===== src/lrb_pkg.sv =====
`timescale 1ns / 1ps

package lrb_pkg;

    // Fixed field widths of the ports
    localparam int KIND_W    = 2;
    localparam int BYTE_W    = 8;
    localparam int REQ_W     = 16;
    localparam int IDX_W     = 13;
    localparam int OKIND_W   = 3;
    localparam int LEVEL_W   = 3;
    localparam int WC_W      = 14;
    localparam int CLEVEL_W  = 4;

    // Depth defaults and queue sizing
    localparam int DEFAULT_LOG_DEPTH = 8192;
    localparam int QUEUE_DEPTH       = 4;
    localparam int PLAN_SLOTS        = 6;
    localparam int PLAN_W            = 3;

    // Character codes
    localparam logic [BYTE_W-1:0] CH_LT   = 8'h3C;
    localparam logic [BYTE_W-1:0] CH_GT   = 8'h3E;
    localparam logic [BYTE_W-1:0] CH_NL   = 8'h0A;
    localparam logic [BYTE_W-1:0] CH_ZERO = 8'h30;
    localparam logic [BYTE_W-1:0] CH_SEVEN = 8'h37;

    // Input item kinds
    localparam logic [KIND_W-1:0] KIND_APPEND = 2'd0;
    localparam logic [KIND_W-1:0] KIND_NEXT   = 2'd1;
    localparam logic [KIND_W-1:0] KIND_RECENT = 2'd2;
    localparam logic [KIND_W-1:0] KIND_CLEAR  = 2'd3;

    // Result kinds
    localparam logic [OKIND_W-1:0] OUT_CONSOLE = 3'd0;
    localparam logic [OKIND_W-1:0] OUT_READ    = 3'd1;
    localparam logic [OKIND_W-1:0] OUT_EMPTY   = 3'd2;
    localparam logic [OKIND_W-1:0] OUT_RECENT  = 3'd3;
    localparam logic [OKIND_W-1:0] OUT_RANGE   = 3'd4;

    // Configuration register indexes
    localparam logic CFG_CONSOLE = 1'b0;
    localparam logic CFG_DEFAULT = 1'b1;

    typedef enum logic [1:0] {
        OP_STORE  = 2'd0,
        OP_NEXT   = 2'd1,
        OP_RECENT = 2'd2,
        OP_CLEAR  = 2'd3
    } op_t;

    // One queued operation for the back end
    typedef struct packed {
        op_t               op;
        logic [BYTE_W-1:0] data;
        logic              echo;
        logic [LEVEL_W-1:0] level;
        logic              last;
        logic [REQ_W-1:0]  req;
        logic [IDX_W-1:0]  idx;
    } uop_t;

endpackage


===== src/lrb_queue.sv =====
`timescale 1ns / 1ps

module lrb_queue import lrb_pkg::*; (
    input  logic aclk,
    input  logic aresetn,
    input  logic push,
    input  uop_t wdata,
    output logic full,
    input  logic pop,
    output uop_t rdata,
    output logic empty
);

    localparam int QA_W = $clog2(QUEUE_DEPTH);

    uop_t             mem_reg [QUEUE_DEPTH];
    logic [QA_W-1:0]  wr_ptr_reg;
    logic [QA_W-1:0]  rd_ptr_reg;
    logic [QA_W:0]    count_reg;

    assign full  = (count_reg == (QA_W+1)'(QUEUE_DEPTH));
    assign empty = (count_reg == '0);
    assign rdata = mem_reg[rd_ptr_reg];

    // Hold entries
    always_ff @(posedge aclk) begin
        if (push && !full) begin
            mem_reg[wr_ptr_reg] <= wdata;
        end
    end

    // Advance pointers and count
    always_ff @(posedge aclk) begin
        if (!aresetn) begin
            wr_ptr_reg <= '0;
            rd_ptr_reg <= '0;
            count_reg  <= '0;
        end else begin
            if (push && !full) begin
                wr_ptr_reg <= wr_ptr_reg + 1'b1;
            end
            if (pop && !empty) begin
                rd_ptr_reg <= rd_ptr_reg + 1'b1;
            end
            if ((push && !full) && !(pop && !empty)) begin
                count_reg <= count_reg + 1'b1;
            end else if (!(push && !full) && (pop && !empty)) begin
                count_reg <= count_reg - 1'b1;
            end
        end
    end

endmodule


===== config.mk =====
export PLATFORM = sky130hd
export DESIGN_NAME = lrb_queue
export DESIGN_NICKNAME = d
export VERILOG_FILES = /design/src/lrb_pkg.sv /design/src/lrb_queue.sv
export SDC_FILE = /design/constraint.sdc
export NUM_CORES = 1
export LEC_CHECK = 0
export BUFFER_PORTS_ARGS = -buffer_cell sky130_fd_sc_hd__buf_4
export CAP_MARGIN = 30
export CELL_PAD_IN_SITES_DETAIL_PLACEMENT = 0
export CELL_PAD_IN_SITES_GLOBAL_PLACEMENT = 2
export CORE_MARGIN = 10
export CORE_UTILIZATION = 40
export DETAILED_ROUTE_END_ITERATION = 8
export PLACE_DENSITY = 0.72
export SLEW_MARGIN = 20
export SYNTH_ARGS = -nofsm -noshare
export SYNTH_HDL_FRONTEND = slang
export SYNTH_SLANG_ARGS = --single-unit

===== constraint.sdc =====
create_clock -name aclk -period 2.17 [get_ports aclk]
set_input_delay 0.1085 -clock aclk [delete_from_list [all_inputs] [get_ports aclk]]
set_output_delay 0.1085 -clock aclk [all_outputs]
set_load 0.02 [all_outputs]

### Word-level counts from Yosys, hierarchy flattened

Memory sizes are Yosys's and may differ from the RTL's. A register that Yosys moved wholly into a read port is not among the register bits.
Cells that the tools add are included.

| storage, ports and cells | value |
|---|---|
| flip-flop bits (word level) | 7 |
| bits in writable memories | 176 |
| bits of input ports | 48 |
| output and inout port bits | 46 |
| logic and storage cells | 25 |
| memories kept | 1 |

| operators by class | value |
|---|---|
| $add $sub $neg | 4 |
| eq/ne operators | 1 |
| mux-type cells | 6 |
| reduce and logical (&&, ||, !) cells | 10 |

Memories:

| memory | words | width | rd ports | clocked after Yosys merged registers in | write ports | RTL line | RTL |
|---|---|---|---|---|---|---|---|
| mem_reg | 4 | 44 | 1 | 1 | 1 | lrb_queue.sv:16 | `uop_t mem_reg [QUEUE_DEPTH];` |

Operators by type and width:

| operator | number |
|---|---|
| two-way mux 3 bit | 2 |
| adder 2 x 1 -> 2 bit (second input constant) | 2 |
| logical AND 1 bit | 4 |
| logical NOT 1 bit | 4 |
| two-way mux 2 bit | 2 |
| adder 3 x 1 -> 3 bit (second input constant) | 1 |
| equality test 3 bit (second input constant) | 1 |
| logical NOT 3 bit | 1 |
| subtractor 3 x 1 -> 3 bit (second input constant) | 1 |
| two-way mux 1 bit | 2 |
| nonzero test 2 bit | 1 |

### Depth between registers and ports, before layout

| logic depth | value |
|---|---|
| depth after elaboration | 7 |
| depth in mapped cells | 9 |
| depth with buffers taken out | 8 |

### Worst setup path before layout

Ideal clock, no wire load.

| timing path | value |
|---|---|
| kind | reg2reg |
| start | register count_reg[0] |
| end | memory mem_reg[0][0] (netlist bit) (enable) |
| library setup time | 0.406 ns |
| arrival time | 1.936 ns |
| required time | 1.764 ns |
| setup slack | -0.172 ns |
| stages on the path, launching flop included | 5 |
| buffers on the path | 1 |
| period minus slack after synthesis | 2.342 ns |
| path through | dfxtp_1 > nor3b_2 > nor2b_1 > buf_2 > and2_1 |

| between the ends | value |
|---|---|
| cells in the longest elaborated chain, start to end | 5 |

RTL lines:

| what | RTL line | RTL |
|---|---|---|
| start: declaration | lrb_queue.sv:19 | `logic [QA_W:0] count_reg;` |
| start signal: assignment | lrb_queue.sv:46 | `count_reg <= count_reg + 1'b1;` |
| start signal: assignment | lrb_queue.sv:48 | `count_reg <= count_reg - 1'b1;` |
| equality test 3 bit | lrb_queue.sv:21 | `assign full = (count_reg == (QA_W+1)'(QUEUE_DEPTH));` |
| via full | lrb_queue.sv:8 | `output logic full,` |
| logical NOT 1 bit | lrb_queue.sv:27 | `if (push && !full) begin` |
| logical AND 1 bit | lrb_queue.sv:27 |  |
| two-way mux 1 bit | lrb_queue.sv:27 |  |
| two-way mux 1 bit (implied by the code) | lrb_queue.sv:28 | `mem_reg[wr_ptr_reg] <= wdata;` |
| end: declaration | lrb_queue.sv:16 |  |

The timed path passes the listed nets, and every way through them passes these cells.

==> impl_summary.log <==
[metrics] total track usage: 11.56%
[metrics] status: finished clean
[metrics] final WL: 12720 um
[metrics] Fmax: 0.4901 GHz
[metrics] type of element launching the critical path: flip-flop
[metrics] estimated wirelength of the detail-placed design: 7830 um
[metrics] fraction of final layout cells sized beyond drive strength 1: 40.94%
[metrics] clock transition time at the flip-flop clock pins of the worst setup and hold paths: 0.06 ns
[metrics] largest fanout on the critical path: 17
[metrics] Switching Fraction: 27.61%
[metrics] cell chosen for the clock root: clkbuf_16
[metrics] Final Instance Area: 8926 um2
[metrics] yosys synthesis warning count: 0
[metrics] initial core utilization: 41.11%
[metrics] number of failing hold endpoints at the final stage: 0
[metrics] cell type contributing the most total cell area after synthesis: edfxtp_1
[metrics] power density over cell area: 1156 nW/um2
[metrics] iteration count of the initial detailed-routing pass: 4
[metrics] critical path capture point type: output port
[metrics] total clock buffers created by CTS: 17
[metrics] placed instance area: 7894 um2
[metrics] Hold Path Class: input pin to flip-flop
[metrics] Final GP Congestion: 0.6917
[metrics] first-pass GRT wire length: 19780 um
[metrics] number of buffers on the longest clock path: 2
[metrics] average wire per cell in the routed design: 19.06 um
[metrics] Starting DRT DRC Count: 131
[metrics] shortest period the worst path allows: 2.041 ns
[metrics] Data required, critical path: 2.06 ns
[metrics] total via count in the routed design: 3255
[metrics] Antenna Nets Post-Route: 0
[metrics] Worst Tran Pin Value: 0.3422 ns
[metrics] unrepaired setup endpoints after global routing: no
[metrics] maxcap violations: 0
[metrics] I/O pin total: 94
[metrics] number of I/O port buffers: 93
[metrics] largest net degree at the start of global routing: 45
[metrics] post-route DRC violation count: 0
[metrics] Die Y: 151.2 um
[metrics] cell internal pwr: 7.469 mW
[metrics] CTS tree: yes
[metrics] Horiz. Die Dim: 151.2 um
[metrics] startpoint of the lowest-slack register-to-register path: count_reg[2]
[metrics] total congestion overflow: 0
[metrics] final max-slew violation count: 0
[metrics] Relative slew margins: 76.83%
[metrics] Synth Instances: 278
[metrics] number of antenna violations at the first check in global routing: 0
[metrics] source-to-sink clock delay at the later pin of the worst-skew pair: 0.42 ns
[metrics] cells taking the most area after synthesis: edfxtp_1 (77%), mux4_2 (13%), dfxtp_1 (2.6%)
[metrics] maximum ir drop on the vdd rail: 0.0005595 V
[metrics] number of distinct library cells after synthesis: 25
[metrics] clock share of power: 28.3%
[metrics] netlist area before placement: 6890 um2
[metrics] share of the clock period used by the worst path: 94.04%
[metrics] vias per inst: 4.880
[metrics] P&R area growth vs syn: 29.54%
[metrics] Sw Pwr: 2.849 mW
[metrics] nets in the synthesized netlist: 332
[metrics] fraction of the yosys area taken by sequential cells: 79.32%
[metrics] arrival time reported for the critical path endpoint: 1.93 ns
[metrics] deepest level of the CTS H-tree: 4
[metrics] fillcell total: 1320
[metrics] max reg flops: 176
[metrics] antenna cell count: 0
[metrics] final number of setup-violating endpoints: 0
[metrics] mean area per synthesized cell: 24.79 um2
[metrics] vias in the first global route: 3566
[metrics] share of power burned in registers: 43.3%
[metrics] Clock Skews: 0.006792 ns
[metrics] area fraction of the dominant cell type after synthesis: 76.70%
[metrics] number of nets in the layout: 488
[metrics] setup TNS: 0 ns
[metrics] total leakage power: 3.045 nW
[metrics] category of the most critical setup path: flip-flop to output port
[metrics] floorplan die area: 22880 um2
[metrics] clock sinks: 185
[metrics] combinational cell fraction of total power: 28.3%
[metrics] placeable core area: 16760 um2
[metrics] setup fix buffers added after clock tree synthesis: 0
[metrics] number of cell rows: 47
[metrics] Worst Hold Launch: pop
[metrics] number of flip-flops and latches in the synthesized netlist: 185
-- cell type report --
| class | count | area (um2) | share of cell area [%] |
|---|---|---|---|
| well taps | 220 | 275.3 | 3.084 |
| multi-input cells | 78 | 1308 | 14.65 |
| repair buffers | 149 | 1294 | 14.49 |
| clock buffers | 22 | 444.2 | 4.976 |
| inverters | 3 | 11.26 | 0.1262 |
| flip-flops and latches | 185 | 5473 | 61.31 |
| clock inverters | 10 | 121.4 | 1.360 |
-- through the flow --
step | utilization, % | total power [mW] | std cells | hold WS [ns] | setup WS [ns]
final | 53.26 | 10.32 | 667 | 0.1256 | 0.1294
after floorplan | - | 6.435 | 278 | 0.2074 | 0.08219
after global placement | 47.10 | 7.463 | 590 | 0.3080 | 0.1498
after global routing | 53.26 | 10.82 | 667 | 0.1153 | 0.003060
after detailed placement | 47.10 | 7.483 | 590 | 0.3113 | 0.04357
after CTS | 53.16 | 10.47 | 667 | 0.1253 | 0.04151
-- path summary, 6_finish.rpt --
path / cells past startpoint / end / slack [ns]
max: 3 / rdata[29] / 0.13
min reg2reg: 2 / wr_ptr_reg[1] / 0.50
max reg2reg: 8 / count_reg[2] / 0.14
min: 4 / rd_ptr_reg[0] / 0.13
-- power by group through the flow --
stage | registers (mW) | clock network [mW] | logic [mW]
2_1_floorplan | 4.50 | 0 | 1.94
3_3_place_gp | 4.52 | 0 | 2.94
3_5_place_dp | 4.54 | 0 | 2.94
4_1_cts | 4.47 | 2.99 | 3.01
5_1_grt | 4.51 | 3.15 | 3.17
6_report | 4.47 | 2.92 | 2.92
-- layer usage --
metal	share of wire, %	vias to the layer above	global-route usage [%]
met3	6.8	10	4.206
met1	41	1695	14.18
li1	-	1475	-
met2	51	75	18.58
met5	0	-	0
met4	0.97	0	3.898
-- cells in the mapped netlist (all sizes together) --
cell    number
a21boi       1
and2         8
buf         10
clkbuf       2
dfxtp        9
edfxtp     176
fa           1
ha           5
inv          3
mux2i        3
mux4        44
nand2        4
nor2b        2
nor3         1
nor3b        1
o21ai        1
o311ai       1
o31ai        1
or3          1
xnor2        3
xor2         1
-- worst max-delay path, cell delays in order (launching register included) --
cell and delay, ns:
dfxtp_4 0.36, buf_4 0.32, mux4_1 0.64, buf_4 0.18
-- placed cells by master (no fill, tap or decap) --
cell and count:
xor2_1 1, ha_1 4, dfxtp_2 3, o21ai_0 1, xnor2_1 3, mux2i_1 3
inv_1 3, clkbuf_1 5, a21boi_0 1, nand2_1 4, buf_12 5, clkinv_4 2
buf_4 99, nor3b_2 1, nor3_1 1, ha_2 1, and2_1 4, fa_1 1
o311ai_1 1, nor2b_1 1, o31ai_4 1, inv_8 1, clkbuf_16 17, mux4_1 4
nor2b_2 1, dfxtp_4 1, dfxtp_1 5, and2_2 4, edfxtp_1 176, or3_1 1
mux4_2 40, clkinv_2 2, clkinvlp_4 3, bufinv_16 2, dlygate4sd3_1 45
-- kinds of logic (layout without fill, tap and decap cells) --
kind of cell    Yosys count  in the layout  synth area share, %
compound gates            4              4               0.4903
buf+inv                  15            184                1.979
simple gates             17             17                1.471
flops                   185            185                79.32
fa+ha+maj                 6              6                1.198
xor+xnor                  4              4               0.5085
mux                      47             47                15.04
-- repair_timing --
action | 4_1_cts | 5_1_grt
setup endpoints to repair | 0 | 1
gates resized for setup | 0 | 5
hold endpoints to repair | 185 | 0
hold buffers | 45 | 0
Note: power is estimated with default switching activity, not from simulation.
