File: src/lrb_pkg.sv
`timescale 1ns / 1ps

package lrb_pkg;

    // Fixed field widths of the ports
    localparam int KIND_W    = 2;
    localparam int BYTE_W    = 8;
    localparam int REQ_W     = 16;
    localparam int IDX_W     = 13;
    localparam int OKIND_W   = 3;
    localparam int LEVEL_W   = 3;
    localparam int WC_W      = 14;
    localparam int CLEVEL_W  = 4;

    // Depth defaults and queue sizing
    localparam int DEFAULT_LOG_DEPTH = 8192;
    localparam int QUEUE_DEPTH       = 4;
    localparam int PLAN_SLOTS        = 6;
    localparam int PLAN_W            = 3;

    // Character codes
    localparam logic [BYTE_W-1:0] CH_LT   = 8'h3C;
    localparam logic [BYTE_W-1:0] CH_GT   = 8'h3E;
    localparam logic [BYTE_W-1:0] CH_NL   = 8'h0A;
    localparam logic [BYTE_W-1:0] CH_ZERO = 8'h30;
    localparam logic [BYTE_W-1:0] CH_SEVEN = 8'h37;

    // Input item kinds
    localparam logic [KIND_W-1:0] KIND_APPEND = 2'd0;
    localparam logic [KIND_W-1:0] KIND_NEXT   = 2'd1;
    localparam logic [KIND_W-1:0] KIND_RECENT = 2'd2;
    localparam logic [KIND_W-1:0] KIND_CLEAR  = 2'd3;

    // Result kinds
    localparam logic [OKIND_W-1:0] OUT_CONSOLE = 3'd0;
    localparam logic [OKIND_W-1:0] OUT_READ    = 3'd1;
    localparam logic [OKIND_W-1:0] OUT_EMPTY   = 3'd2;
    localparam logic [OKIND_W-1:0] OUT_RECENT  = 3'd3;
    localparam logic [OKIND_W-1:0] OUT_RANGE   = 3'd4;

    // Configuration register indexes
    localparam logic CFG_CONSOLE = 1'b0;
    localparam logic CFG_DEFAULT = 1'b1;

    typedef enum logic [1:0] {
        OP_STORE  = 2'd0,
        OP_NEXT   = 2'd1,
        OP_RECENT = 2'd2,
        OP_CLEAR  = 2'd3
    } op_t;

    // One queued operation for the back end
    typedef struct packed {
        op_t               op;
        logic [BYTE_W-1:0] data;
        logic              echo;
        logic [LEVEL_W-1:0] level;
        logic              last;
        logic [REQ_W-1:0]  req;
        logic [IDX_W-1:0]  idx;
    } uop_t;

endpackage

File: src/lrb_front.sv
`timescale 1ns / 1ps

module lrb_front import lrb_pkg::*; (
    input  logic                aclk,
    input  logic                aresetn,
    input  logic                s_valid,
    output logic                s_ready,
    input  logic [KIND_W-1:0]   s_kind,
    input  logic [BYTE_W-1:0]   s_data_byte,
    input  logic                s_end_of_call,
    input  logic [REQ_W-1:0]    s_request_count,
    input  logic [IDX_W-1:0]    s_recent_index,
    input  logic [CLEVEL_W-1:0] console_level,
    input  logic [LEVEL_W-1:0]  default_level,
    output logic                q_push,
    output uop_t                q_wdata,
    input  logic                q_full
);

    // Line tracking state
    logic                in_line_reg, in_line_next;
    logic [LEVEL_W-1:0]  cur_level_reg, cur_level_next;
    logic [BYTE_W-1:0]   la0_reg, la0_next;
    logic [BYTE_W-1:0]   la1_reg, la1_next;
    logic [1:0]          la_used_reg, la_used_next;

    // Operation plan of the accepted word
    logic [BYTE_W-1:0]     plan_byte_reg [PLAN_SLOTS];
    logic [BYTE_W-1:0]     plan_byte_next [PLAN_SLOTS];
    logic [PLAN_SLOTS-1:0] plan_text_reg, plan_text_next;
    logic [PLAN_W-1:0]     plan_cnt_reg, plan_cnt_next;
    logic [PLAN_W-1:0]     plan_pos_reg;
    op_t                   plan_op_reg, plan_op_next;
    logic                  plan_echo_reg;
    logic [LEVEL_W-1:0]    plan_level_reg;
    logic [REQ_W-1:0]      plan_req_reg;
    logic [IDX_W-1:0]      plan_idx_reg;

    logic busy;
    logic accept;

    assign busy    = (plan_pos_reg != plan_cnt_reg);
    assign s_ready = !busy;
    assign accept  = s_valid && s_ready;

    // Classify the word: tag check and plan of stores
    always_comb begin
        logic              ok;
        logic              has_tag;
        logic [1:0]        nx;
        logic [BYTE_W-1:0] t0, t1, t2, x0, x1, x2, deftag;
        logic [2:0]        tmask;

        in_line_next   = in_line_reg;
        cur_level_next = cur_level_reg;
        la0_next       = la0_reg;
        la1_next       = la1_reg;
        la_used_next   = la_used_reg;
        has_tag        = 1'b0;
        nx             = 2'd0;
        deftag         = {CH_ZERO[BYTE_W-1:LEVEL_W], default_level};
        t0             = CH_LT;
        t1             = deftag;
        t2             = CH_GT;

        case (la_used_reg)
            2'd0:    ok = (s_data_byte == CH_LT);
            2'd1:    ok = (s_data_byte >= CH_ZERO) && (s_data_byte <= CH_SEVEN);
            default: ok = (s_data_byte == CH_GT);
        endcase

        // Held bytes go first, then the current byte
        x0 = (la_used_reg != 2'd0) ? la0_reg : s_data_byte;
        x1 = (la_used_reg == 2'd2) ? la1_reg : s_data_byte;
        x2 = s_data_byte;

        if (in_line_reg) begin
            nx           = 2'd1;
            x0           = s_data_byte;
            in_line_next = (s_data_byte != CH_NL);
        end else if (ok && la_used_reg == 2'd2) begin
            has_tag        = 1'b1;
            t0             = la0_reg;
            t1             = la1_reg;
            t2             = s_data_byte;
            cur_level_next = la1_reg[LEVEL_W-1:0];
            in_line_next   = 1'b1;
            la_used_next   = 2'd0;
        end else if (ok && !s_end_of_call) begin
            if (la_used_reg == 2'd0) begin
                la0_next = s_data_byte;
            end else begin
                la1_next = s_data_byte;
            end
            la_used_next = la_used_reg + 2'd1;
        end else begin
            has_tag        = 1'b1;
            cur_level_next = default_level;
            nx             = la_used_reg + 2'd1;
            la_used_next   = 2'd0;
            in_line_next   = (s_data_byte != CH_NL);
        end

        tmask = {nx >= 2'd3, nx >= 2'd2, nx >= 2'd1};

        plan_byte_next[0] = has_tag ? t0 : x0;
        plan_byte_next[1] = has_tag ? t1 : x1;
        plan_byte_next[2] = has_tag ? t2 : x2;
        plan_byte_next[3] = x0;
        plan_byte_next[4] = x1;
        plan_byte_next[5] = x2;

        plan_text_next = has_tag ? {tmask, 3'b000} : {3'b000, tmask};
        plan_cnt_next  = has_tag ? (PLAN_W'(3) + PLAN_W'(nx)) : PLAN_W'(nx);

        case (s_kind)
            KIND_NEXT:   plan_op_next = OP_NEXT;
            KIND_RECENT: plan_op_next = OP_RECENT;
            KIND_CLEAR:  plan_op_next = OP_CLEAR;
            default:     plan_op_next = OP_STORE;
        endcase

        if (s_kind != KIND_APPEND) begin
            plan_cnt_next  = PLAN_W'(1);
            plan_text_next = '0;
        end
    end

    // Latch the plan on accept
    always_ff @(posedge aclk) begin
        if (accept) begin
            plan_byte_reg  <= plan_byte_next;
            plan_text_reg  <= plan_text_next;
            plan_op_reg    <= plan_op_next;
            plan_echo_reg  <= ({1'b0, cur_level_next} < console_level);
            plan_level_reg <= cur_level_next;
            plan_req_reg   <= s_request_count;
            plan_idx_reg   <= s_recent_index;
        end
    end

    // Advance line state and issue pointer
    always_ff @(posedge aclk) begin
        if (!aresetn) begin
            in_line_reg   <= 1'b0;
            cur_level_reg <= '0;
            la0_reg       <= '0;
            la1_reg       <= '0;
            la_used_reg   <= '0;
            plan_cnt_reg  <= '0;
            plan_pos_reg  <= '0;
        end else begin
            if (accept) begin
                plan_cnt_reg <= plan_cnt_next;
                plan_pos_reg <= '0;
                if (s_kind == KIND_APPEND) begin
                    in_line_reg   <= in_line_next;
                    cur_level_reg <= cur_level_next;
                    la0_reg       <= la0_next;
                    la1_reg       <= la1_next;
                    la_used_reg   <= la_used_next;
                end
            end else if (q_push) begin
                plan_pos_reg <= plan_pos_reg + 1'b1;
            end
        end
    end

    // Issue one operation per cycle while the queue is not full
    assign q_push        = busy && !q_full;
    assign q_wdata.op    = plan_op_reg;
    assign q_wdata.data  = plan_byte_reg[plan_pos_reg];
    assign q_wdata.echo  = plan_echo_reg && plan_text_reg[plan_pos_reg];
    assign q_wdata.level = plan_level_reg;
    assign q_wdata.last  = q_wdata.echo && (plan_pos_reg == plan_cnt_reg - 1'b1);
    assign q_wdata.req   = plan_req_reg;
    assign q_wdata.idx   = plan_idx_reg;

endmodule

File: config.mk
export PLATFORM = sky130hd
export DESIGN_NAME = lrb_front
export DESIGN_NICKNAME = d
export VERILOG_FILES = /design/src/lrb_pkg.sv /design/src/lrb_front.sv
export SDC_FILE = /design/constraint.sdc
export NUM_CORES = 1
export LEC_CHECK = 0
export BUFFER_PORTS_ARGS = -buffer_cell sky130_fd_sc_hd__buf_2
export CORE_ASPECT_RATIO = 0.7
export CORE_MARGIN = 5
export CORE_UTILIZATION = 59
export DETAILED_ROUTE_END_ITERATION = 6
export MAX_ROUTING_LAYER = met4
export PLACE_DENSITY = 0.83
export SLEW_MARGIN = 20
export SYNTH_ARGS = -nofsm -noshare
export SYNTH_HDL_FRONTEND = slang
export SYNTH_SLANG_ARGS = --single-unit
File: constraint.sdc
create_clock -name aclk -period 9.23 [get_ports aclk]
set_input_delay 0.923 -clock aclk [delete_from_list [all_inputs] [get_ports aclk]]
set_output_delay 0.923 -clock aclk [all_outputs]
set_load 0.03 [all_outputs]
======== Word-level counts from Yosys, hierarchy flattened ========
Index checks and enable logic that the tools add are counted.
operators by class
  add/subtract/negate cells ............... 4
  $lt $le $gt $ge ......................... 8
  equal/unequal tests ..................... 10
  mux-type cells .......................... 35
  bitwise gates (word level) .............. 6
  reduce and logical (&&, ||, !) cells .... 21
operator list
  kind                                                  number
  two-way mux 8 bit                                     14
  binary-select mux 8 bit (select 3 bit)                1
  equality test 8 x 6 -> 1 bit (second input constant)  2
  two-way mux 3 bit                                     5
  AND reduction 6 bit                                   2
  two-way mux 2 bit                                     5
  >= comparator 8 x 6 -> 1 bit (second input constant)  1
  <= comparator 8 x 6 -> 1 bit (second input constant)  1
  != test 8 x 4 -> 1 bit (second input constant)        1
  logical AND 1 bit                                     7
  two-way mux 1 bit                                     7
  equality test 2 bit (second input constant)           3
  case mux 2 bit (3 select lines)                       1
  OR reduction 2 bit                                    3
  inverter 1 bit                                        5
  equality test 2 x 1 -> 1 bit (second input constant)  2
  >= comparator 2 bit (second input constant)           2
  >= comparator 4 bit (second input constant)           1
  logical NOT 2 bit                                     2
  < comparator 3 x 4 -> 1 bit                           1
  < comparator 3 x 4 -> 1 bit (second input constant)   1
  inverter 3 -> 4 bit                                   1
  nonzero test 2 bit                                    2
  adder 2 x 2 -> 3 bit (first input constant)           1
  other kinds (11)                                      13
storage, ports and cells
  register bits ........................... 117
  bits of input ports ..................... 51
  output and inout bits ................... 46
  word-level logic and storage cells ...... 104

======== Longest topological paths before layout ========
Gate-level depths: netlist (run 1).
  depth after elaboration ................. 10
  depth in mapped cells ................... 12
  mapped depth without buffers ............ 11

======== Worst setup path before layout (run 1) ========
OpenSTA, ideal clock, no wires.
  path type ............................... in2reg
  start point ............................. input port s_valid
  end point ............................... register cur_level_reg[0]
  library setup time ...................... 0.120 ns
  data arrival time ....................... 3.341 ns
  required time ........................... 9.110 ns
  setup slack ............................. 5.769 ns
  stages on the path ...................... 4
  buffers on the path ..................... 0
  cell sequence ........................... nand4_1 -> inv_1 -> nand2_1 -> o31a_1
on the way
  longest elaborated chain between the ends .. 2
RTL lines
  element                        RTL line          text
  from (decl)                    lrb_front.sv:6    input logic s_valid,
  logical AND 1 bit              lrb_front.sv:44   assign accept = s_valid && s_ready;
  via accept                     lrb_front.sv:40   logic accept;
  AND reduction 2 bit (no line)  n/a
  to (signal assigned)           lrb_front.sv:158  cur_level_reg <= cur_level_next;
  to (decl)                      lrb_front.sv:22   logic [LEVEL_W-1:0] cur_level_reg, cur_level_next;
The timed path passes the listed nets, and every way through them passes these cells.
A chain may end at the register's enable or synchronous reset.

======== Final worst setup path (run 1) ========
  start point ............................. register la_used_reg[0]
  end point ............................... register plan_echo_reg (data pin)
on the way
  longest elaborated chain between the ends .. 7
  elaborated cells between the ends (all ways) .. 10
  those cells by class .................... order compare (1); eq/ne (2); mux (4); reduce/logical (3)
RTL lines
  element                                                            RTL line          text
  from (decl)                                                        lrb_front.sv:25   logic [1:0] la_used_reg, la_used_next;
  from (signal assigned)                                             lrb_front.sv:161  la_used_reg <= la_used_next;
  equality test 2 x 1 -> 1 bit or logical NOT 2 bit (tied branches)  lrb_front.sv:66   case (la_used_reg)
  case mux 1 bit (2 select lines)                                    lrb_front.sv:66
  logical AND 1 bit                                                  lrb_front.sv:89   end else if (ok && !s_end_of_call) begin
  two-way mux 3 bit                                                  lrb_front.sv:89
  two-way mux 3 bit *                                                lrb_front.sv:81   end else if (ok && la_used_reg == 2'd2) begin
  two-way mux 3 bit *                                                lrb_front.sv:77   if (in_line_reg) begin
  via cur_level_next[2]                                              lrb_front.sv:22
  < comparator 3 x 4 -> 1 bit *                                      lrb_front.sv:135  plan_echo_reg <= ({1'b0, cur_level_next} < console_level);
  to (signal assigned)                                               lrb_front.sv:135
  to (decl)                                                          lrb_front.sv:34   logic plan_echo_reg;
The timed path passes the listed nets; every way through them passes the cells marked *.

==> results of run 1 <==
[final cells by class]
type,instances,area [um^2],share of cell area (%)
tap,105,131,2.13
multi-input combinational,208,1660,27.0
inverter,22,83.8,1.36
timing repair buffer,98,499,8.11
clock inverter,13,115,1.87
sequential,117,3230,52.5
clock buffer,19,433,7.03
[stage by stage]
step	total power [mW]	setup slack (ns)	utilization, %	std cells
final	1.45	5.77	73.2	582
after CTS	1.46	5.80	73.2	582
after detailed placement	0.859	5.55	66.6	550
after global routing	1.51	5.60	73.2	582
after global placement	0.852	5.70	66.6	550
after floorplan	0.798	5.77	-	365
[synthesized netlist by cell type, types with 4 or more instances]
master / instances
a21oi_1: 4
a22o_1: 8
a31oi_1: 5
and3_1: 5
clkbuf_1: 11
dfxtp_1: 28
edfxtp_1: 89
ha_1: 10
inv_1: 22
mux2_2: 16
mux2i_1: 18
mux4_2: 9
nand2_1: 29
nand2b_1: 4
nand3_1: 6
nor2_1: 12
nor3_1: 5
o21ai_0: 4
o221a_2: 4
o22a_1: 4
o22ai_1: 11
or2_2: 7
xnor2_1: 5
[metal layers]
metal  GRT usage [%]  vias to the layer above
met5               -                        -
met4            10.7                        0
met2            36.0                      165
li1                -                     1574
met3            6.69                       37
met1            29.6                     1671
[worst max path at each step]
stage	cells past startpoint	start	to
after detailed placement	10	s_data_byte[1]	plan_echo_reg
after CTS	5	plan_pos_reg[2]	q_wdata[29]
after global placement	10	s_data_byte[1]	plan_echo_reg
after global routing	11	la_used_reg[0]	plan_echo_reg
after floorplan	4	s_valid	cur_level_reg[0]
final	11	la_used_reg[0]	plan_echo_reg
[cells by family after synthesis]
family                   Yosys count  share of synthesized area [%]
flip-flops                       117                           64.0
AND/OR/NAND/NOR                   91                           9.53
AO/OA/AOI/OAI                     55                           8.07
multiplexers                      43                           11.1
buffers and inverters             40                           3.19
adder cells (fa/ha/maj)           10                           2.48
XOR/XNOR                           8                           1.54
other                              1                         0.0742
[worst reg2reg max path, delay by kind of cell (launching register included)]
kind | cells | cell delay [ns]
compound gates | 4 | 1.07
xor+xnor | 1 | 0.17
fa+ha+maj | 2 | 0.52
buf+inv | 1 | 0.11
flops | 1 | 0.41
simple gates | 3 | 1.02
[where the power goes]
part | switching (mW) | internal, mW | leakage [nW] | total [mW]
combinational | 0.135 | 0.0642 | 1.04 | 0.199
sequential | 0.0165 | 0.633 | 1.05 | 0.649
clock | 0.214 | 0.389 | 0.266 | 0.604
total | 0.366 | 1.09 | 2.36 | 1.45
==> results.sh, run 1 <==
export IMPL_status="complete, no violations"
export IMPL_synth_top_cell_area_share_pct=52.9
export IMPL_totalWireLength_um=11400
export IMPL_yosysSeqAreaShare_pct=64.0
export IMPL_final_common_cell="buf_2"
export IMPL_fin_worst_skew_ns=0.00473
export IMPL_yosys_warnings=0
export IMPL_holdCritStartpoint="cur_level_reg[1]"
export IMPL_avgSynthCellArea_um2=13.8
export IMPL_drive_gt1_share_pct=34.4
export IMPL_final_cell_mix="96 x buf_2, 89 x edfxtp_1, 29 x nand2_1"
export IMPL_stdcell_area_um2=6150
export IMPL_end_kind="flop"
export IMPL_globalplace_congestion=0.933
export IMPL_maxCapViolCount=0
export IMPL_vias=3447
export IMPL_arrival_ns=3.69
export IMPL_cts_buffer_depth=2
export IMPL_path_max_fanout=13
export IMPL_finalSetupViolCount=0
export IMPL_holdWs_ns=0.466
export IMPL_slowest_stage="nor2_1"
export IMPL_largest_reg_flops=48
export IMPL_clkTransAtPathRegs_ns=0.05
export IMPL_drtIter0Drc=432
export IMPL_drc=0
export IMPL_numClockSinks=117
export IMPL_wl_met1_um=4770
export IMPL_finalHoldViolCount=0
export IMPL_met3_length_um=934
export IMPL_async_flop_share_pct=0
export IMPL_rr_endpoint="plan_echo_reg"
export IMPL_start_kind="flop"
export IMPL_fmax_mhz=289
export IMPL_die_x_um=121
export IMPL_grt_usage_pct=23.6
export IMPL_syn_inst=365
export IMPL_place_hpwl_um=7620
export IMPL_wl_per_cell_um=19.5
export IMPL_cp_top_family="compound AO/OA/AOI/OAI gates"
export IMPL_n_fill_cell=546
export IMPL_required_ns=9.46
export IMPL_area_growth_pct=21.8
export IMPL_syn_num_nets=426
export IMPL_r2r_slack_ns=5.77
export IMPL_highest_layer="met4"
export IMPL_cts_buffers_inserted=17
export IMPL_drv_slew=0
export IMPL_cpPeakStageDelay_ns=0.80
export IMPL_final_setup_tns_ns=0
export IMPL_wl_met2_um=5410
export IMPL_drtAntennaViolNets=0
export IMPL_finalCritPeriodShare_pct=37.5
export IMPL_yosys_area_top_type="edfxtp_1"
export IMPL_whs_endpoint="cur_level_reg[1]"
export IMPL_holdCritPathClass="reg -> reg"
export IMPL_grt_overflow=0
export IMPL_grt_pass1_wl_um=18000
export IMPL_pwr_density_cell_nw_per_um2=236
export IMPL_cts_resized=0
export IMPL_clockRootBuffer="clkbuf_16"
export IMPL_coreArea_um2=8410
export IMPL_cp_common_cell="ha_1"
export IMPL_htreeDepth=4
export IMPL_tightestPinTransition_ns=1.00
export IMPL_num_rows=28
export IMPL_synth_ff_type="edfxtp_1"
export IMPL_n_antenna_cell=0
export IMPL_placed_area_um2=5600
export IMPL_io_buffer_count=96
export IMPL_synth_edf_count=89
export IMPL_leakagePower_nw=2.36
export IMPL_start_util_pct=60.1
export IMPL_cts_tree="yes"
export IMPL_vdd_drop_max_mv=0.165
export IMPL_ys_ff_latch=117
export IMPL_r2r_start="la_used_reg[0]"
export IMPL_die_area_um2=10500
export IMPL_layout_nets=525
export IMPL_postCtsSetupRepairBufs=0
export IMPL_synth_area_top_cells="edfxtp_1 53%, dfxtp_1 11%, mux4_2 4.0%, mux2i_1 3.6%, mux2_2 3.6%"
export IMPL_syn_area_um2=5050
export IMPL_rr_worst_depth=11
export IMPL_cts_hold_repair_buffers=0
export IMPL_hold_path_cell_count=2
export IMPL_rsz0062_at_grt="false"
export IMPL_clkLatencyLatePin_ns=0.41
export IMPL_cp_cell_sequence="inv_1 > ha_1 > xor2_1 > a31oi_1 > nor4_1 > nor2_1 > o221a_2 > ha_1 > a21oi_1 > nand2_1 > o31ai_1"
export IMPL_grt_max_degree=94
export IMPL_ys_types=50
export IMPL_relSlewSlack_pct=32.9
export IMPL_pin_count=97
export IMPL_worstSetupPathType="reg -> reg"
export IMPL_antenna_found_initial=0
export IMPL_viasPerCell=5.92
export IMPL_dieHeight_um=87.4
export IMPL_fin_crit_ns=3.46
export IMPL_firstDrtPassIters=6
export IMPL_grt_pass1_vias=3511
export IMPL_crit_buf_inv=1
Power figures use the tool's default switching activity.
==> run 2: changes to the inputs <==
--- a/config.mk
+++ b/config.mk
@@ -8,10 +8,10 @@
 export BUFFER_PORTS_ARGS = -buffer_cell sky130_fd_sc_hd__buf_2
 export CORE_ASPECT_RATIO = 0.7
 export CORE_MARGIN = 5
-export CORE_UTILIZATION = 59
+export CORE_UTILIZATION = 50
 export DETAILED_ROUTE_END_ITERATION = 6
 export MAX_ROUTING_LAYER = met4
-export PLACE_DENSITY = 0.83
+export PLACE_DENSITY = 0.75
 export SLEW_MARGIN = 20
 export SYNTH_ARGS = -nofsm -noshare
 export SYNTH_HDL_FRONTEND = slang
==> constraint.sdc (replaced) <==
create_clock -name aclk -period 3 [get_ports aclk]
set_input_delay 0.3 -clock aclk [delete_from_list [all_inputs] [get_ports aclk]]
set_output_delay 0.3 -clock aclk [all_outputs]
set_load 0.03 [all_outputs]
==> run 2 against run 1 <==
- non-clock buffer count increased by 15
- first-iteration DRC count fell by 46%
- design area increased by 2.4%
- routed wire length is 0.84% lower
- sequential cell count did not move
- setup slack got worse by 5.5 ns
- via count fell by 3.4%
- worst hold slack got worse by 0.40 ns
- critical path depth unchanged
- combinational power increased to 3.2 times the previous value
- utilization decreased by 8.9 points
- power rose to 3.1 times the previous value
- largest cell class unchanged
==> results.sh, run 2 (synthesis results as in run 1) <==
export IMPL_status="complete, no violations"
export IMPL_vdd_drop_max_mv=0.472
export IMPL_num_rows=30
export IMPL_leakagePower_nw=2.43
export IMPL_viasPerCell=5.37
export IMPL_clkLatencyLatePin_ns=0.41
export IMPL_cp_common_cell="ha_1"
export IMPL_path_max_fanout=5
export IMPL_globalplace_congestion=0.915
export IMPL_holdCritPathClass="in -> reg"
export IMPL_holdCritStartpoint="s_request_count[14]"
export IMPL_relSlewSlack_pct=60.2
export IMPL_finalPower_mw=4.50
export IMPL_grt_max_degree=34
export IMPL_rsz0062_at_grt="false"
export IMPL_start_kind="flop"
export IMPL_io_buffer_count=96
export IMPL_rr_worst_depth=11
export IMPL_n_antenna_cell=0
export IMPL_wl_per_cell_um=18.2
export IMPL_vias=3331
export IMPL_final_setup_tns_ns=0
export IMPL_pin_count=97
export IMPL_clkPwrFrac_pct=41.7
export IMPL_largest_reg_flops=48
export IMPL_power_net_switching_mw=1.14
export IMPL_die_area_um2=12300
export IMPL_r2r_slack_ns=0.27
export IMPL_grt_usage_pct=20.1
export IMPL_cp_cell_sequence="inv_1 > ha_1 > xor2_1 > a31oi_1 > nor4_2 > nor2_1 > o221a_2 > ha_1 > a21oi_1 > nand2_1 > o31ai_1"
export IMPL_n_fill_cell=751
export IMPL_worstSetupPathType="reg -> reg"
export IMPL_clkTransAtPathRegs_ns=0.05
export IMPL_drive_gt1_share_pct=36.8
export IMPL_fmax_mhz=366
export IMPL_totalWireLength_um=11300
export IMPL_holdWs_ns=0.0648
export IMPL_finalCritPeriodShare_pct=91.1
export IMPL_cts_buffers_inserted=17
export IMPL_placed_cells=588
export IMPL_grt_pass1_wl_um=17900
export IMPL_tightestPinTransition_ns=0.596
export IMPL_drc=0
export IMPL_numClockSinks=117
export IMPL_grt_overflow=0
export IMPL_final_core_util_pct=64.3
export IMPL_start_util_pct=51.6
export IMPL_finalSetupViolCount=0
export IMPL_final_cell_mix="96 x buf_2, 89 x edfxtp_1, 29 x nand2_1"
export IMPL_final_cells=620
export IMPL_final_common_cell="buf_2"
export IMPL_pwr_density_cell_nw_per_um2=714
export IMPL_cpPeakStageDelay_ns=0.39
export IMPL_pwr_share_seq_pct=44.2
export IMPL_maxCapViolCount=0
export IMPL_coreArea_um2=9800
export IMPL_firstDrtPassIters=5
export IMPL_cellInternalPower_mw=3.36
export IMPL_drtIter0Drc=234
export IMPL_fin_worst_skew_ns=0.00768
export IMPL_slowest_stage="dfxtp_1"
export IMPL_hold_path_cell_count=1
export IMPL_required_ns=3.24
export IMPL_clockRootBuffer="clkbuf_16"
export IMPL_die_x_um=130
export IMPL_cts_tree="yes"
export IMPL_area_growth_pct=24.7
export IMPL_end_kind="flop"
export IMPL_fin_crit_ns=2.73
export IMPL_drv_slew=0
export IMPL_drtAntennaViolNets=0
export IMPL_cts_hold_repair_buffers=0
export IMPL_place_hpwl_um=7970
export IMPL_rr_endpoint="plan_echo_reg"
export IMPL_cts_buffer_depth=2
export IMPL_htreeDepth=4
export IMPL_antenna_found_initial=0
export IMPL_grt_pass1_vias=3375
export IMPL_finalHoldViolCount=0
export IMPL_r2r_start="la_used_reg[0]"
export IMPL_layout_nets=540
export IMPL_arrival_ns=2.97
export IMPL_dieHeight_um=94.1
export IMPL_whs_endpoint="plan_req_reg[14]"
export IMPL_pwr_share_comb_pct=14.1
export IMPL_swShare_pct=25.3
[run 2: worst max path at each step]
stage	start	end	slack [ns]	cells past startpoint
after floorplan	la_used_reg[0]	plan_echo_reg	0.23	12
after global placement	la_used_reg[0]	plan_echo_reg	0.32	11
after detailed placement	la_used_reg[0]	plan_echo_reg	0.23	11
after CTS	la_used_reg[0]	plan_echo_reg	0.23	11
after global routing	la_used_reg[0]	plan_echo_reg	0.05	11
final	la_used_reg[0]	plan_echo_reg	0.27	11
[run 2: what timing repair did]
item	4_1_cts	5_1_grt
setup endpoints to repair	0	1
setup buffers	0	0
gates resized for setup	0	1
endpoints found under the hold margin	0	0
[run 2: critical path: cells and delay by family, from the launching register on]
family	cells	cell delay, ns
XOR/XNOR	1	0.19
adder cells (fa/ha/maj)	2	0.54
flip-flops	1	0.39
AND/OR/NAND/NOR	3	0.54
AO/OA/AOI/OAI	4	0.83
buffers and inverters	1	0.10
[run 2: per-stage QoR]
| stage | setup slack (ns) | area, um^2 |
|---|---|---|
| 2_1_floorplan | 0.234 | 5060 |
| 3_3_place_gp | 0.320 | 5750 |
| 3_5_place_dp | 0.232 | 5750 |
| 4_1_cts | 0.231 | 6300 |
| 5_1_grt | 0.0466 | 6300 |
| 6_report | 0.266 | 6300 |
[run 2: area by class of cell]
cell class                      instances  area (um^2)  share of cell area (%)
Clock buffer                           21          440                    6.99
Inverter                               22         86.3                    1.37
Clock inverter                         11          110                    1.75
Timing Repair Buffer                  113          608                    9.65
Tap cell                              128          160                    2.54
Sequential cell                       117         3230                    51.3
Multi-Input combinational cell        208         1670                    26.4
[run 2: layer usage]
metal / GRT usage, % / vias to the layer above / share of wire [%]
li1: - / 1605 / -
met1: 29.0 / 1610 / 47
met2: 27.4 / 112 / 45
met3: 5.51 / 4 / 7.7
met4: 6.40 / 0 / 0.44
met5: - / - / 0
[run 2: power by group through the flow]
stage / registers, mW / logic (mW) / clock network (mW)
after global placement: 2.02 / 0.628 / 0
after CTS: 1.99 / 0.640 / 1.90
final: 1.99 / 0.633 / 1.88
after global routing: 2.00 / 0.686 / 1.97
after detailed placement: 2.02 / 0.638 / 0
after floorplan: 2.13 / 0.318 / 0
